[config.mk]
export PLATFORM = sky130hd
export DESIGN_NAME = code_block_dedent_checker_core
export DESIGN_NICKNAME = d
export VERILOG_FILES = /design/src/rtl/cdd_pkg.sv /design/src/rtl/code_block_dedent_checker_core.sv /design/src/rtl/cdd_ctrl.sv
export SDC_FILE = /design/constraint.sdc
export NUM_CORES = 1
export LEC_CHECK = 0
export BUFFER_PORTS_ARGS = -buffer_cell sky130_fd_sc_hd__buf_4
export CAP_MARGIN = 20
export CORE_ASPECT_RATIO = 0.75
export CORE_UTILIZATION = 35
export CTS_CLUSTER_DIAMETER = 50
export DETAILED_ROUTE_END_ITERATION = 8
export PLACE_DENSITY_LB_ADDON = 0.15
export SYNTH_ARGS = -nofsm -noshare
export SYNTH_HDL_FRONTEND = slang
export SYNTH_HIERARCHICAL = 1
export SYNTH_SLANG_ARGS = --single-unit
[constraint.sdc]
create_clock -name clock -period 12.7 [get_ports clock]
set_clock_uncertainty 0.2 [all_clocks]
set_input_delay 2.54 -clock clock [delete_from_list [all_inputs] [get_ports clock]]
set_output_delay 2.54 -clock clock [all_outputs]
set_load 0.005 [all_outputs]
[src/rtl/cdd_pkg.sv]
// Shared types and constants for the code block dedent checker.
`default_nettype none

package cdd_pkg;

   localparam int unsigned CHAR_W     = 21;
   localparam int unsigned CHAR_BITS  = 21;
   localparam int unsigned LINE_W     = 16;
   localparam int unsigned ERR_COL_W  = 7;
   localparam int unsigned MAX_INDENT_DEF = 64;

   // Bits of a code point that take part in the comparisons
   localparam logic [CHAR_W-1:0] CHAR_MASK =
      (CHAR_BITS >= CHAR_W) ? {CHAR_W{1'b1}} : CHAR_W'((64'd1 << CHAR_BITS) - 64'd1);

   localparam logic [CHAR_W-1:0] CH_NL  = CHAR_W'(10);
   localparam logic [CHAR_W-1:0] CH_SP  = CHAR_W'(32);
   localparam logic [CHAR_W-1:0] CH_TAB = CHAR_W'(9);

   localparam logic [LINE_W-1:0] LINE_FIRST = LINE_W'(1);
   localparam logic [LINE_W-1:0] LINE_MAX   = {LINE_W{1'b1}};

   typedef enum logic [2:0] {
      PH_FIRST_LEAD,
      PH_FIRST_TEXT,
      PH_SECOND,
      PH_INDENT,
      PH_TEXT,
      PH_DROP
   } phase_type;

   typedef enum logic [1:0] {
      ST_OK,
      ST_MIXED,
      ST_SHALLOW,
      ST_DEEP
   } status_type;

   typedef struct packed {
      logic [CHAR_W-1:0]    out_char;
      logic                 char_valid;
      status_type           status;
      logic [LINE_W-1:0]    err_line;
      logic [ERR_COL_W-1:0] err_col;
      logic                 block_end;
   } rsp_type;

endpackage

`default_nettype wire

[src/rtl/code_block_dedent_checker_core.sv]
// Top level of the code block dedent checker: handshakes and result register.
//
//   channel   direction  handshake            payload
//   req_      in         req_valid/req_stall  req_ch, req_end_of_code
//   rsp_      out        rsp_valid/rsp_stall  rsp_out_char, rsp_char_valid,
//                                             rsp_status, rsp_err_line,
//                                             rsp_err_col, rsp_block_end
//
// One character per clock while req_stall is low. Each accepted character is
// checked against the registered indent state and at most one result lands in
// the result register on the same edge, from which it is presented.
// The input is stalled only while a result sits in the register and rsp_stall
// is high; a result taken in a cycle frees the register for the next one.
// Reset is synchronous and returns to the start of a block; the indent store
// needs no clearing pass since each entry is written before it is read.
`default_nettype none

module code_block_dedent_checker_core #(
   parameter int unsigned MAX_INDENT = cdd_pkg::MAX_INDENT_DEF
) (
   input  logic                          clock,
   input  logic                          reset,

   input  logic                          req_valid,
   output logic                          req_stall,
   input  logic [cdd_pkg::CHAR_W-1:0]    req_ch,
   input  logic                          req_end_of_code,

   output logic                          rsp_valid,
   input  logic                          rsp_stall,
   output logic [cdd_pkg::CHAR_W-1:0]    rsp_out_char,
   output logic                          rsp_char_valid,
   output logic [1:0]                    rsp_status,
   output logic [cdd_pkg::LINE_W-1:0]    rsp_err_line,
   output logic [cdd_pkg::ERR_COL_W-1:0] rsp_err_col,
   output logic                          rsp_block_end
);
   import cdd_pkg::*;

   logic    take;
   logic    emit;
   rsp_type step_rsp;

   logic    rsp_valid_ff, rsp_valid_in;
   rsp_type rsp_data_ff, rsp_data_in;

   // Hold the input only while an undelivered result blocks the register
   assign req_stall = rsp_valid_ff && rsp_stall;
   assign take      = req_valid && !req_stall;

   cdd_ctrl #(
      .MAX_INDENT (MAX_INDENT)
   ) u_ctrl (
      .clock (clock),
      .reset (reset),
      .take  (take),
      .ch    (req_ch),
      .last  (req_end_of_code),
      .emit  (emit),
      .rsp   (step_rsp)
   );

   always_comb begin
      rsp_valid_in = rsp_valid_ff;
      rsp_data_in  = rsp_data_ff;
      if (take && emit) begin
         // load a fresh result; the register is free or being drained now
         rsp_valid_in = 1'b1;
         rsp_data_in  = step_rsp;
      end else if (!rsp_stall) begin
         // drop the delivered transfer
         rsp_valid_in = 1'b0;
      end
   end

   always_ff @(posedge clock) begin
      if (reset) begin
         rsp_valid_ff <= 1'b0;
      end else begin
         rsp_valid_ff <= rsp_valid_in;
      end
   end

   always_ff @(posedge clock) begin
      rsp_data_ff <= rsp_data_in;
   end

   assign rsp_valid      = rsp_valid_ff;
   assign rsp_out_char   = rsp_data_ff.out_char;
   assign rsp_char_valid = rsp_data_ff.char_valid;
   assign rsp_status     = rsp_data_ff.status;
   assign rsp_err_line   = rsp_data_ff.err_line;
   assign rsp_err_col    = rsp_data_ff.err_col;
   assign rsp_block_end  = rsp_data_ff.block_end;

   a_no_overwrite: assert property (@(posedge clock) disable iff (reset)
      rsp_valid_ff && rsp_stall |-> !take)
      else $error("character accepted while a result is held");

   a_error_ends_block: assert property (@(posedge clock) disable iff (reset)
      rsp_valid_ff && rsp_data_ff.status != ST_OK |->
         rsp_data_ff.block_end && !rsp_data_ff.char_valid)
      else $error("error result without block end or with a kept character");

endmodule

`default_nettype wire

[src/rtl/cdd_ctrl.sv]
// Per-character indent tracking, indent store and result formation.
`default_nettype none

module cdd_ctrl #(
   parameter int unsigned MAX_INDENT = cdd_pkg::MAX_INDENT_DEF
) (
   input  logic                       clock,
   input  logic                       reset,
   input  logic                       take,
   input  logic [cdd_pkg::CHAR_W-1:0] ch,
   input  logic                       last,
   output logic                       emit,
   output cdd_pkg::rsp_type           rsp
);
   import cdd_pkg::*;

   localparam int unsigned CW = $clog2(MAX_INDENT + 1);
   localparam int unsigned AW = $clog2(MAX_INDENT);
   localparam logic [CW-1:0] COL_LIMIT = CW'(MAX_INDENT);

   phase_type           phase_ff, phase_in;
   logic [CW-1:0]       ref_len_ff, ref_len_in;
   logic [CW-1:0]       common_len_ff, common_len_in;
   logic [CW-1:0]       col_ff, col_in;
   logic                local_ff, local_in;
   logic [LINE_W-1:0]   line_ff, line_in;

   // Reference indent, 1 = tab; entries below ref_len are always written first
   logic                ref_mem [MAX_INDENT];
   logic                rd_bit_ff;
   logic [AW-1:0]       rd_addr;
   logic [AW-1:0]       wr_addr;
   logic                wr_en;

   logic [CHAR_W-1:0]   c;
   logic                is_nl, is_tab, is_blank, match;
   logic                keep;
   status_type          err;
   logic [CW-1:0]       col_inc;
   logic [LINE_W-1:0]   line_inc;
   logic [31:0]         col_wide;

   always_comb begin
      c        = ch & CHAR_MASK;
      is_nl    = (c == CH_NL);
      is_tab   = (c == CH_TAB);
      is_blank = (c == CH_SP) || is_tab;
      match    = is_blank && (rd_bit_ff == is_tab);
      col_inc  = col_ff + CW'(1);
      line_inc = (line_ff == LINE_MAX) ? line_ff : line_ff + LINE_W'(1);
      wr_addr  = col_ff[AW-1:0];

      phase_in      = phase_ff;
      ref_len_in    = ref_len_ff;
      common_len_in = common_len_ff;
      col_in        = col_ff;
      local_in      = local_ff;
      line_in       = line_ff;
      wr_en         = 1'b0;
      emit          = 1'b0;
      keep          = 1'b0;
      err           = ST_OK;

      if (take) begin
         unique case (phase_ff)
            PH_FIRST_LEAD, PH_FIRST_TEXT: begin
               if (is_nl) begin
                  line_in  = line_inc;
                  col_in   = '0;
                  phase_in = PH_SECOND;
                  emit     = 1'b1;
                  keep     = 1'b1;
               end else if (!(phase_ff == PH_FIRST_LEAD && is_blank)) begin
                  phase_in = PH_FIRST_TEXT;
                  emit     = 1'b1;
                  keep     = 1'b1;
               end
            end
            PH_SECOND: begin
               if (is_blank) begin
                  if (col_ff >= COL_LIMIT) begin
                     emit = 1'b1;
                     err  = ST_DEEP;
                  end else begin
                     wr_en  = 1'b1;
                     col_in = col_inc;
                  end
               end else begin
                  common_len_in = col_ff;
                  ref_len_in    = col_ff;
                  emit          = 1'b1;
                  keep          = 1'b1;
                  if (is_nl) begin
                     line_in  = line_inc;
                     col_in   = '0;
                     local_in = 1'b1;
                     phase_in = PH_INDENT;
                  end else begin
                     phase_in = PH_TEXT;
                  end
               end
            end
            PH_INDENT: begin
               if (is_nl) begin
                  line_in  = line_inc;
                  col_in   = '0;
                  local_in = 1'b1;
                  emit     = 1'b1;
                  keep     = 1'b1;
               end else if (col_ff < common_len_ff) begin
                  // inside the common indent: drop it, but it must match
                  if (match) begin
                     col_in = col_inc;
                  end else begin
                     emit = 1'b1;
                     err  = is_blank ? ST_MIXED : ST_SHALLOW;
                  end
               end else if (local_ff && col_ff < ref_len_ff) begin
                  emit = 1'b1;
                  if (match) begin
                     col_in = col_inc;
                     keep   = 1'b1;
                  end else if (is_blank) begin
                     err = ST_MIXED;
                  end else begin
                     ref_len_in = col_ff;
                     phase_in   = PH_TEXT;
                     keep       = 1'b1;
                  end
               end else begin
                  // deeper than the reference: record the new indent in place
                  local_in = 1'b0;
                  emit     = 1'b1;
                  if (is_blank) begin
                     if (col_ff >= COL_LIMIT) begin
                        err = ST_DEEP;
                     end else begin
                        wr_en  = 1'b1;
                        col_in = col_inc;
                        keep   = 1'b1;
                     end
                  end else begin
                     ref_len_in = col_ff;
                     phase_in   = PH_TEXT;
                     keep       = 1'b1;
                  end
               end
            end
            PH_TEXT: begin
               if (is_nl) begin
                  line_in  = line_inc;
                  col_in   = '0;
                  local_in = 1'b1;
                  phase_in = PH_INDENT;
               end
               emit = 1'b1;
               keep = 1'b1;
            end
            PH_DROP: begin
            end
            default: begin
               phase_in = PH_DROP;
            end
         endcase

         if (err != ST_OK) begin
            phase_in = PH_DROP;
         end

         // block end: always report unless already dropping, then restart
         if (last) begin
            if (phase_ff != PH_DROP) begin
               emit = 1'b1;
            end
            phase_in      = PH_FIRST_LEAD;
            ref_len_in    = '0;
            common_len_in = '0;
            col_in        = '0;
            local_in      = 1'b1;
            line_in       = LINE_FIRST;
         end
      end

      rd_addr  = (col_in < COL_LIMIT) ? col_in[AW-1:0] : '0;
      col_wide = 32'(col_ff);

      rsp.out_char   = keep ? c : '0;
      rsp.char_valid = keep;
      rsp.status     = err;
      rsp.err_line   = (err != ST_OK) ? line_ff : '0;
      rsp.err_col    = (err != ST_OK) ? col_wide[ERR_COL_W-1:0] : '0;
      rsp.block_end  = (err != ST_OK) || last;
   end

   always_ff @(posedge clock) begin
      if (reset) begin
         phase_ff      <= PH_FIRST_LEAD;
         ref_len_ff    <= '0;
         common_len_ff <= '0;
         col_ff        <= '0;
         local_ff      <= 1'b1;
         line_ff       <= LINE_FIRST;
      end else begin
         phase_ff      <= phase_in;
         ref_len_ff    <= ref_len_in;
         common_len_ff <= common_len_in;
         col_ff        <= col_in;
         local_ff      <= local_in;
         line_ff       <= line_in;
      end
   end

   // Read ahead at the next column so the bit lines up with col_ff
   always_ff @(posedge clock) begin
      if (wr_en) begin
         ref_mem[wr_addr] <= is_tab;
      end
      rd_bit_ff <= ref_mem[rd_addr];
   end

   a_col_range: assert property (@(posedge clock) disable iff (reset)
      col_ff <= COL_LIMIT)
      else $error("column beyond indent limit");

   a_ref_covers_common: assert property (@(posedge clock) disable iff (reset)
      ref_len_ff >= common_len_ff)
      else $error("reference indent shorter than common indent");

   a_end_restarts: assert property (@(posedge clock) disable iff (reset)
      take && last |=> phase_ff == PH_FIRST_LEAD && col_ff == '0 && line_ff == LINE_FIRST)
      else $error("block state not restarted after final character");

endmodule

`default_nettype wire
### Word level (Yosys, flattened, before mapping)

Memory sizes are Yosys's and may differ from the RTL's. A register that Yosys moved wholly into a read port is not among the register bits.
Index checks and enable logic that the tools add are counted.
W data, S select, Z words.

| storage, ports and cells | value |
|---|---|
| flip-flop bits (word level) | 90 |
| latch bits | 0 |
| memory bits (writable) | 64 |
| memory bits (read-only) | 0 |
| memories | 1 |

Memory list:

| name | depth | width | rd ports | clocked after memory_dff | wr ports | RTL line | RTL |
|---|---|---|---|---|---|---|---|
| u_ctrl.ref_mem | 64 | 1 | 1 | 1 | 1 | cdd_ctrl.sv:29 | `logic ref_mem [MAX_INDENT];` |

| cells by class | value |
|---|---|
| add/sub/neg operators | 2 |
| $mul | 0 |
| div/mod/pow operators | 0 |
| order comparisons | 4 |
| equal/unequal tests | 26 |
| shifts and indexed selects | 0 |
| multiplexer cells | 89 |
| bitwise logic cells | 0 |
| reduce and logical (&&, ||, !) cells | 24 |

Operators with widths:

| cell | number |
|---|---|
| $mux W7 | 19 |
| $mux W16 | 4 |
| $eq A21 B4 Y1 const B | 2 |
| $mux W3 | 12 |
| $mux W1 | 34 |
| $pmux W16 S2 | 1 |
| $eq A21 B6 Y1 const B | 1 |
| $pmux W7 S3 | 1 |
| $mux W2 | 10 |
| $add A16 B1 Y16 const B | 1 |
| $eq A16 B16 Y1 const B | 1 |
| $ne A4 B4 Y1 const B | 4 |
| $pmux W3 S5 | 1 |
| $lt A7 B7 Y1 | 2 |
| $pmux W7 S2 | 1 |
| $ne A3 B3 Y1 const B | 4 |
| $reduce_and A5 Y1 | 2 |
| $ne A4 B3 Y1 const B | 2 |
| $pmux W1 S4 | 2 |
| $reduce_and A8 Y1 | 1 |
| $add A7 B1 Y7 const B | 1 |
| $ge A7 B7 Y1 const B | 1 |
| $lt A7 B7 Y1 const B | 1 |
| $eq A3 B2 Y1 const B | 2 |
| other kinds (24) | 35 |

### Longest topological paths before layout

| logic depth | value |
|---|---|
| word-level depth | 12 |
| mapped depth | 15 |

### Hierarchy

Netlist, hierarchy kept.

By module, submodules not included:

| module | times used | cells each | area each (um2) |
|---|---|---|---|
| cdd_ctrl | 1 | 719 | 6,531.3 |
| code_block_dedent_checker_core | 1 | 55 | 1,490.2 |

### Least setup slack after synthesis

Ideal clock, no wire load.

| path | value |
|---|---|
| path type | input-to-reg |
| start | input port req_ch[14] (netlist name) |
| end | register u_ctrl.phase_ff[2] |
| arrival | 7.127 ns |
| required time | 12.422 ns |
| slack | 5.296 ns |
| cell stages on the path | 11 |
| path buffers | 0 |
| cells stage by stage | nor4_4 nand4_4 nor3_1 xor2_1 a32oi_1 o21ai_1 and2_1 or2_1 a21oi_1 nor2_1 nor3_1 |

| on the way | value |
|---|---|
| word-level cells in the longest chain between the ends | 12 |
| elaborated cells on any way between the ends | 37 |
| classes of those cells | eq/ne (11); mux (21); reduce/logical (5) |

RTL lines:

| item | RTL line | RTL |
|---|---|---|
| start, declared | code_block_dedent_checker_core.sv:26 | `input logic [cdd_pkg::CHAR_W-1:0] req_ch,` |
| $eq A21 B4 Y1 (*) | cdd_ctrl.sv:46 | `is_tab = (c == CH_TAB);` |
| net u_ctrl.is_tab | cdd_ctrl.sv:36 | `logic is_nl, is_tab, is_blank, match;` |
| $logic_or A1 B1 Y1 or $eq A1 B1 Y1 (tied branches) | cdd_ctrl.sv:47, cdd_ctrl.sv:48 |  |
| $mux W1 or $logic_and A1 B1 Y1 (tied branches) | cdd_ctrl.sv:123, cdd_ctrl.sv:48 |  |
| $mux W2 | cdd_ctrl.sv:120 | `if (match) begin` |
| $mux W2 | cdd_ctrl.sv:118 | `end else if (local_ff && col_ff < ref_len_ff) begin` |
| $mux W2 | cdd_ctrl.sv:110 | `end else if (col_ff < common_len_ff) begin` |
| $mux W2 | cdd_ctrl.sv:104 | `if (is_nl) begin` |
| $pmux W2 S2 | cdd_ctrl.sv:65 | `unique case (phase_ff)` |
| $mux W2 | cdd_ctrl.sv:64 | `if (take) begin` |
| $reduce_bool A2 Y1 | cdd_ctrl.sv:166 | `if (err != ST_OK) begin` |
| $ne A5 B5 Y1 (no source line), or another cell as far along | n/a |  |
| $reduce_and A8 Y1 (no source line) or $mux W3 (tied branches) | n/a |  |
| end signal, assigned | cdd_ctrl.sv:204 | `phase_ff <= phase_in;` |
| end, declared | cdd_ctrl.sv:21 | `phase_type phase_ff, phase_in;` |

Mark *: on every way through the listed nets, which the timed path passes. The rest lies on a longest branch. The select of a mux whose other input is x is not followed.
A chain may end at the register's enable or synchronous reset.

### Worst setup path after layout

| path | value |
|---|---|
| start | input port req_ch[14] (netlist name) |
| end | register u_ctrl.rd_bit_ff (read register of u_ctrl.ref_mem) |

| on the way | value |
|---|---|
| word-level cells in the longest chain between the ends | 12 |
| elaborated cells on any way between the ends | 18 |
| classes of those cells | order compare (1); eq/ne (4); mux (11); reduce/logical (2) |

RTL lines:

| item | RTL line | RTL |
|---|---|---|
| $eq A21 B4 Y1 or $eq A21 B6 Y1 (tied branches) | cdd_ctrl.sv:46, cdd_ctrl.sv:47 |  |
| $eq A1 B1 Y1 or $logic_or A1 B1 Y1 (tied branches) | cdd_ctrl.sv:48, cdd_ctrl.sv:47 |  |
| $logic_and A1 B1 Y1 | cdd_ctrl.sv:48 | `match = is_blank && (rd_bit_ff == is_tab);` |
| $mux W7 | cdd_ctrl.sv:112, cdd_ctrl.sv:120 |  |
| $mux W7 | cdd_ctrl.sv:118 |  |
| $mux W7 | cdd_ctrl.sv:110 |  |
| $mux W7 | cdd_ctrl.sv:104 |  |
| $pmux W7 S3 (*) | cdd_ctrl.sv:65 |  |
| $mux W7 (*) | cdd_ctrl.sv:171 | `if (last) begin` |
| $mux W7 (*) | cdd_ctrl.sv:64 |  |
| $lt A7 B7 Y1 | cdd_ctrl.sv:184 | `rd_addr = (col_in < COL_LIMIT) ? col_in[AW-1:0] : '0;` |
| $mux W6 (*) | cdd_ctrl.sv:184 |  |
| end, declared | cdd_ctrl.sv:30 | `logic rd_bit_ff;` |

Every way passes the cells marked *; elsewhere a longest branch is shown, timed or not.

==> flow_summary.ini <==
[die]
rows = 47
core-area_mm2 = 0.0223
die_w_um = 177
dieArea_mm2 = 0.0235
io_pins = 76
initial_core_util = 0.360
die_h_um = 133

[timing]
max_freq_ghz = 0.157
slew_violations = 0
tns_ps = 0
rsz0062_at_grt = false
slew_headroom = 0.345
setup_viol_count_final = 0
tightest_slew_ps = 976
min_period_ps = 6350
final_critical_path_setup_slack_ps = 6350
period_share = 0.500
hold_viol = 0

[place]
post-place-ws_ps = 5860
dp.final_hpwl_mm = 14.9
placed_cell_area_mm2 = 0.00878
dpl.cell_count = 1113
numPortBuffers = 75
routabilityCongestion = 0.890

[global_routing]
antenna_found_initial = 0
grt_pass1_vias = 5755
globalRouteTotalUtil = 0.188
grt-ovfl-total = 0
grt_max_degree = 66
grt_pass1_wl_mm = 33.8

[final_layout]
nets = 879
diodes = 0
drive_above_1_share = 0.180
fin_cells = 1145
fin_area_mm2 = 0.00941
syn_to_final_growth_pct = 17.3

[routing]
postRouteAntennaNets = 0
via_per_inst = 5.45
first_pass_iters = 6
drt_iter0_drc = 669
totalWireLength_mm = 21.4
post-route-drc-count = 0
wl_per_cell_um = 18.7
num_vias = 6238

[synthesis]
synth_edf_count = 112
yosys_most_used_dff = edfxtp_1
yosysSeqAreaShare = 0.527
ys_ff_latch = 155
syn-num-nets = 815
syn_area_mm2 = 0.00802
synth_area_leader_cell = edfxtp_1
yosysMostFrequentCell = nor2_1
yosysWarnings = 6
synthCells = 774
synthArstFlopShare = 0
synth_top_area_share = 0.419
synth_common_cells = nor2_1 (131), edfxtp_1 (112), nand2_1 (64)
synth_area_leaders = edfxtp_1 (42%), dfxtp_1 (11%), nor2_1 (6.1%)
avgSynthCellArea_um2 = 10.4
synth.distinct_cells = 83

[setup_path]
rr_worst_depth = 11
crit_start = req_ch[14]
start_kind = primary input
r2r-start = u_ctrl/col_ff[6]
cp_max_fo = 16
required_ps = 12840
timing_worst_setup_path_type = in -> reg
cp.arrival_ps = 6490
crit_path_end_kind = flop

[clocking]
cts_setup_buffers = 0
cts_tree = built
htreeDepth = 4
cts-root-buf = clkbuf_16
clock_latency_ps = 440
clkTransAtPathRegs_ps = 70
cts.sinks = 155
cts_resized = 0
cts_max_path_buffers = 2
ctsHoldBuffers = 0
cts_buffers = 17

[hold_path]
worstHoldStart = u_ctrl/common_len_ff[3]
hp-class = reg -> reg
whs_path_depth = 2

[pwr]
power_leakage_nw = 3.30
vdd_drop_max_mv = 0.0823
p_per_area_mw_per_mm2 = 120
total_power_w = 0.00113

[outcome]
outcome = finished clean

[run]
max_cap_viol_count = 0
==> logic make-up after synthesis <==
kind of cell / after synthesis / synth area share
muxes: 32 / 0.0401
AOI/OAI and AO/OA: 136 / 0.120
adders and majority gates: 15 / 0.0234
DFF: 155 / 0.527
xor gates and xnor gates: 13 / 0.0142
buffers and inverters: 63 / 0.0413
and+or+nand+nor: 360 / 0.234
==> registers in the layout, indices dropped and copies added (netlist names), 7 cells and up <==
signal and flops:
rsp_err_line 16, u_ctrl/common_len_ff 7, u_ctrl/ref_mem 64, u_ctrl/col_ff 7, rsp_err_col 7, u_ctrl/ref_len_ff 7
u_ctrl/line_ff 16, rsp_out_char 21
==> cell type report <==
cell class | count | area, um2
fill | 2170 | 12900
sequential | 155 | 4220
multi-input combinational | 556 | 3480
timing repair buffer | 82 | 616
clock buffer | 17 | 425
tap | 294 | 368
clock inverter | 15 | 198
inverter | 26 | 97.6
==> stage by stage <==
stage / util / hold WS, ps
after floorplan: - / 256
after global placement: 0.394 / 272
after detailed placement: 0.394 / 288
after CTS: 0.422 / 303
after global routing: 0.422 / 320
final: 0.422 / 299
==> where the power goes <==
part           total (W)  internal (W)  leakage [nW]  switching (W)
clock network   0.000530      0.000286         0.305       0.000244
registers       0.000548      0.000545          1.24     0.00000261
logic          0.0000486     0.0000209          1.76      0.0000278
total            0.00113      0.000852          3.30       0.000275
==> worst paths after layout <==
path | end | slack, ps
worst max-delay path | u_ctrl/rd_bit_ff | 6350
worst min-delay path | u_ctrl/common_len_ff[3] | 300
worst min register to register | u_ctrl/common_len_ff[3] | 300
worst max register to register | u_ctrl/rd_bit_ff | 7500
==> critical path, cell delays in order <==
cell and delay (ps):
buf_4 120, nor4_4 360, nand4_4 210, nor4_4 470, or4b_4 550, a211o_4 390
a211oi_4 770, mux2i_1 370, o22ai_1 130, a311oi_1 260, a32oi_1 120, and4_1 170
==> layer usage <==
metal / vias to the layer above / share of wire / GRT usage
met4: 0 / 0.012 / 0.0474
met5: - / 0 / 0
met1: 3022 / 0.53 / 0.310
met3: 18 / 0.077 / 0.0457
met2: 235 / 0.39 / 0.235
li1: 2963 / - / -
==> layout by cell type, fill, tap and decap left out, types with 4 or more instances in the layout <==
cell type,instances
a22oi_1,6
nand4_1,12
a31oi_1,5
nor4_4,4
ha_1,15
nand2_1,64
o31ai_1,6
xor2_1,11
edfxtp_1,112
clkbuf_16,17
nor3_1,9
mux2i_1,31
and3_1,29
buf_4,82
a211oi_1,9
nand3_1,23
o211ai_1,9
nand3b_1,5
and2_1,23
nor2_1,130
dfxtp_1,43
nor4_1,6
clkinv_8,4
or3_1,11
inv_8,6
a21oi_1,34
o21ai_0,21
or2_2,5
nor2b_1,8
inv_1,23
No activity file was read; power rests on OpenSTA's default activity.
